==> src/rtl/rrc_pkg.sv <==
// Shared constants and coefficient lookup for the 2x interpolating RRC filter.
package rrc_pkg;

	localparam int TAP_COUNT_DEF    = 21;
	localparam int SAMPLE_WIDTH_DEF = 16;
	localparam int UPSAMPLE_FACTOR  = 2;
	localparam int COEF_W           = 16;
	localparam int FRAC_BITS        = 15;
	localparam int HALF_LEN         = 11;

	// outer taps toward the center tap, Q1.15
	localparam logic signed [COEF_W-1:0] RRC_HALF [HALF_LEN] = '{
		-16'sd15, 16'sd116, -16'sd234, 16'sd248, 16'sd70, -16'sd348,
		16'sd983, -16'sd1738, -16'sd2459, 16'sd13409, 16'sd26336
	};

	// symmetric tap k of an n-tap filter; taps beyond the half table are zero
	function automatic logic signed [COEF_W-1:0] tap_coef(input int k, input int n);
		int m;
		m = (k < (n - 1 - k)) ? k : (n - 1 - k);
		if ((m < 0) || (m >= HALF_LEN)) begin
			return '0;
		end
		return RRC_HALF[m];
	endfunction

endpackage

==> src/rtl/rrc_cell.sv <==
// Transposed-form FIR cell: adds its tap product to the partial sum from its neighbor.
module rrc_cell
	import rrc_pkg::*;
#(
	parameter int                       SAMPLE_WIDTH = SAMPLE_WIDTH_DEF,
	parameter int                       ACC_W        = 40,
	parameter logic signed [COEF_W-1:0] COEF         = '0
) (
	input  logic                           clk,
	input  logic                           arst_n,
	input  logic                           en,
	input  logic signed [SAMPLE_WIDTH-1:0] x_i,
	input  logic signed [SAMPLE_WIDTH-1:0] x_q,
	input  logic signed [ACC_W-1:0]        sum_in_i,
	input  logic signed [ACC_W-1:0]        sum_in_q,
	output logic signed [ACC_W-1:0]        sum_out_i,
	output logic signed [ACC_W-1:0]        sum_out_q
);

	localparam int PROD_W = SAMPLE_WIDTH + COEF_W;

	logic signed [PROD_W-1:0] prod_i;
	logic signed [PROD_W-1:0] prod_q;
	logic signed [ACC_W-1:0]  sum_i_q;
	logic signed [ACC_W-1:0]  sum_q_q;

	assign prod_i = x_i * COEF;
	assign prod_q = x_q * COEF;

	always_ff @(posedge clk or negedge arst_n) begin
		if (!arst_n) begin
			sum_i_q <= '0;
			sum_q_q <= '0;
		end else if (en) begin
			sum_i_q <= sum_in_i + ACC_W'(prod_i);
			sum_q_q <= sum_in_q + ACC_W'(prod_q);
		end
	end

	assign sum_out_i = sum_i_q;
	assign sum_out_q = sum_q_q;

endmodule

==> config.mk <==
export PLATFORM = sky130hd
export DESIGN_NAME = rrc_cell
export DESIGN_NICKNAME = d
export VERILOG_FILES = /design/src/rtl/rrc_pkg.sv /design/src/rtl/rrc_cell.sv
export SDC_FILE = /design/constraint.sdc
export NUM_CORES = 1
export LEC_CHECK = 0
export BUFFER_PORTS_ARGS = -buffer_cell sky130_fd_sc_hd__buf_4
export CAP_MARGIN = 15
export CORE_MARGIN = 8
export CORE_UTILIZATION = 39
export DETAILED_ROUTE_END_ITERATION = 7
export GPL_ROUTABILITY_DRIVEN = 1
export HOLD_SLACK_MARGIN = 0.15
export PLACE_DENSITY = 0.86
export SYNTH_ARGS = -nofsm -noshare
export SYNTH_HDL_FRONTEND = slang
export SYNTH_SLANG_ARGS = --single-unit
==> constraint.sdc <==
create_clock -name clk -period 0.8 [get_ports clk]
set_input_delay 0.08 -clock clk [delete_from_list [all_inputs] [get_ports clk]]
set_output_delay 0.08 -clock clk [all_outputs]
set_load 0.1 [all_outputs]
### Word-level counts from Yosys, hierarchy flattened

Cells that the tools add are included.

| word-level totals | value |
|---|---|
| flip-flop bits (word level) | 80 |
| input bits | 115 |

### Depth between registers and ports, before layout

| logic depth | value |
|---|---|
| word-level depth | 0 |
| depth in mapped cells | 3 |
| gate-level depth less buffers | 1 |

### Worst setup path before layout

OpenSTA, ideal clock, no wires.

| timing path | value |
|---|---|
| kind | register to register |
| start point | reg, netlist name sum_out_i[0] |
| end point | reg sum_i_q[0], in the netlist sum_out_i[0] |
| library setup time | 0.126 ns |
| arrival | 1.132 ns |
| required time | 0.674 ns |
| slack | -0.458 ns |
| cell stages (with the launch flop) | 2 |
| path buffers | 0 |
| cell sequence | dfrtp_1 -> mux2_4 |

RTL lines:

| element | RTL line | text |
|---|---|---|
| to (signal assigned) | rrc_cell.sv:35 | `sum_i_q <= sum_in_i + ACC_W'(prod_i);` |
| to (decl) | rrc_cell.sv:24 | `logic signed [ACC_W-1:0] sum_i_q;` |

### Worst setup path after layout

| timing path | value |
|---|---|
| start point | reg sum_i_q[16], in the netlist sum_out_i[16] |
| end point | out sum_out_i[16] |

RTL lines:

| element | RTL line | text |
|---|---|---|
| to (decl) | rrc_cell.sv:16 | `output logic signed [ACC_W-1:0] sum_out_i,` |

No word-level cell between the ends.

==> impl_metrics.tcl <==
set metrics [dict create \
    status "finished with violations" \
    violations "setup timing" \
    yosys_register_bits 80 \
    rows 34 \
    clock_latency_ns 0.34 \
    setup-violations-final 160 \
    grt_setup_unrepaired "yes" \
    grt_start_max_net_pins 38 \
    yosys.area.top_type "dfrtp_1" \
    syn_inst 169 \
    cp_slowest_cell "dfrtp_4" \
    p_sw_mw 5.848 \
    muxShareOfSynthArea_pct 35.60 \
    synth_top_area_share_pct 59.33 \
    path_depth 1 \
    start_util_pct 39.46 \
    gp_congestion 0.6960 \
    core_area_um2 8551 \
    slew_viol_final 0 \
    synth_xor_xnor_area_share_pct 0 \
    p_comb_share_pct 44.7 \
    netlist_area_um2 3374 \
    finClkSkew_ns 0 \
    grt_pass1_wl_um 17820 \
    die_w_um 109.0 \
    hold_viol_final 0 \
    totalWireLength_um 12000 \
    route.detailed.drc 0 \
    cts_sinks 80 \
    drt_iter0_drc 92 \
    synth_top_family_by_area "multiplexers" \
    cts_tree "yes" \
    drtPass1Iterations 4 \
    cp_top_family "flip-flops" \
    synth_cell_type_count 4 \
    place_area_um2 4940 \
    clockBufferDepth 2 \
    vias_per_cell 4.543 \
    p_int_mw 9.209 \
    r2r_cells 2 \
    pwr-share-clk_pct 20.4 \
    fmax_ghz 0.8921 \
    place_inst 435 \
    ys_top_cells_by_area "dfrtp_1 (59%), mux2_4 (36%), buf_12 (4.7%), buf_6 (0.33%)" \
    required_ns 0.72 \
    worstMarginPinSlew_ns 0.3037 \
    cts.clk_slew.worst_paths_ns 0.09 \
    synthFlopType "dfrtp_1" \
    end_kind "output pin" \
    cp-start-kind "flip-flop" \
    port_buffers 162 \
    maxCapViolCount 0 \
    cpPeakStageDelay_ns 0.52 \
    postSynthAreaPerCell_um2 19.97 \
    vias 2508 \
    holdWs_ns 0.1538 \
    die_area_um2 11890 \
    grt_overflow 0 \
    first_global_vias 3052 \
    final_cell_area_um2 7183 \
    final_layout_size_suffix_gt1_share_pct 81.76 \
    p_leak_nw 3.266 \
    antenna_found_initial 0 \
    synth_top_cells_by_count "dfrtp_1 (80), mux2_4 (80), buf_12 (8)" \
    worstSetupPathType "reg -> out" \
    synthSimpleGateAreaFrac_pct 0 \
    synth-async-reset-ratio_pct 100.0 \
    power.density_nw_per_um2 2096 \
    synth_edf_count 0 \
    diodes 0 \
    path_max_fanout 2 \
    cts_buffers 9 \
    dp_hpwl_um 6196 \
    fin_nets 554 \
    wl_per_cell_um 21.73 \
    vdd_drop_max_v 0.001350 \
    fin_cells 552 \
    area_growth_pct 112.9 \
    cts_htree_levels 3 \
    hp-class "in -> async" \
    final_util_pct 84.01 \
    dpl_worst_slack_ns -0.1677 \
    synth_seq_area_share_pct 59.33 \
    grtUsageTotal_pct 20.00 \
    fin_crit_sh_pct 140.1 \
    crit_buf_inv 1 \
    min_period_ns 1.121 \
    synth_fa_ha_area_share_pct 0 \
    ctsHoldBuffers 81 \
    power_frac_seq_pct 34.8 \
    switching_share_pct 38.84 \
    synth_compound_area_share_pct 0 \
    yosys_warnings 0 \
    num_io_pins 195 \
    die_h_um 109.0 \
    fin_ws_ns -0.3209 \
    ant_nets 0 \
    synth_nets 284 \
    arrival_ns 1.04 \
    relSlewSlack_pct 79.75 \
    path_cells "buf_12" \
    cts_root_buffer "clkbuf_8" \
]
-- path summary, 6_finish.rpt --
path                                      startpoint  slack, ns                         to
hold reg to reg             sum_out_i[0]$_DFFE_PN0P_       0.57   sum_out_i[0]$_DFFE_PN0P_
setup / recovery           sum_out_i[16]$_DFFE_PN0P_      -0.32              sum_out_i[16]
min in group clk                                  en       0.27  sum_out_i[38]$_DFFE_PN0P_
max in group asynchronous                     arst_n       0.15  sum_out_i[25]$_DFFE_PN0P_
setup reg to reg            sum_out_i[2]$_DFFE_PN0P_      -0.22   sum_out_i[2]$_DFFE_PN0P_
hold / removal                                arst_n       0.15  sum_out_q[19]$_DFFE_PN0P_
-- power by group through the flow --
stage | Combinational (mW) | Clock, mW | Sequential, mW
final | 6.73 | 3.08 | 5.25
after global placement | 5.00 | 0 | 5.04
after CTS | 6.57 | 3.14 | 5.20
after global routing | 6.89 | 3.33 | 5.29
after detailed placement | 5.06 | 0 | 5.04
after floorplan | 0.843 | 0 | 8.07
-- layer usage --
layer / GRT usage [%] / wire [um] / up-vias
met5: 0 / 0 / -
met1: 20.97 / 4147 / 1285
met2: 38.39 / 6976 / 93
met3: 5.792 / 810 / 6
li1: - / - / 1124
met4: 4.106 / 63 / 0
-- per-stage QoR --
stage                     power [mW]  TNS (ns)
after CTS                      14.92    -33.05
final                          15.06    -32.21
after detailed placement       10.11    -11.10
after global routing           15.52    -36.10
after global placement         10.03    -9.525
after floorplan                8.910    -18.16
-- area by class of cell --
| cell class | count | area [um2] |
|---|---|---|
| multi-input combinational | 80 | 1201 |
| clock buffer | 11 | 151.4 |
| timing repair buffer | 268 | 3341 |
| clock inverter | 5 | 55.05 |
| tap | 108 | 135.1 |
| fill | 362 | 1368 |
| sequential | 80 | 2300 |
-- kinds of logic after synthesis --
kind of cell / count (synthesis)
flip-flops: 80
multiplexers: 80
buffers and inverters: 9
-- timing repair --
item	in CTS	in global routing
gates resized for setup	250	10
cloned	0	0
endpoints found under the setup margin	159	160
buffers inserted	13	7
hold endpoints to repair	160	10
-- placed cells by master (no fill, tap or decap), drive strengths merged --
master / n
buf: 187
dlygate4sd3: 81
mux2: 80
dfrtp: 80
clkbuf: 11
clkinv: 2
clkinvlp: 2
bufinv: 1
-- registers in the layout, summed over array words and instances, names as in the netlist --
register,count
sum_out_i,40
sum_out_q,40
Note: power is estimated with default switching activity, not from simulation.
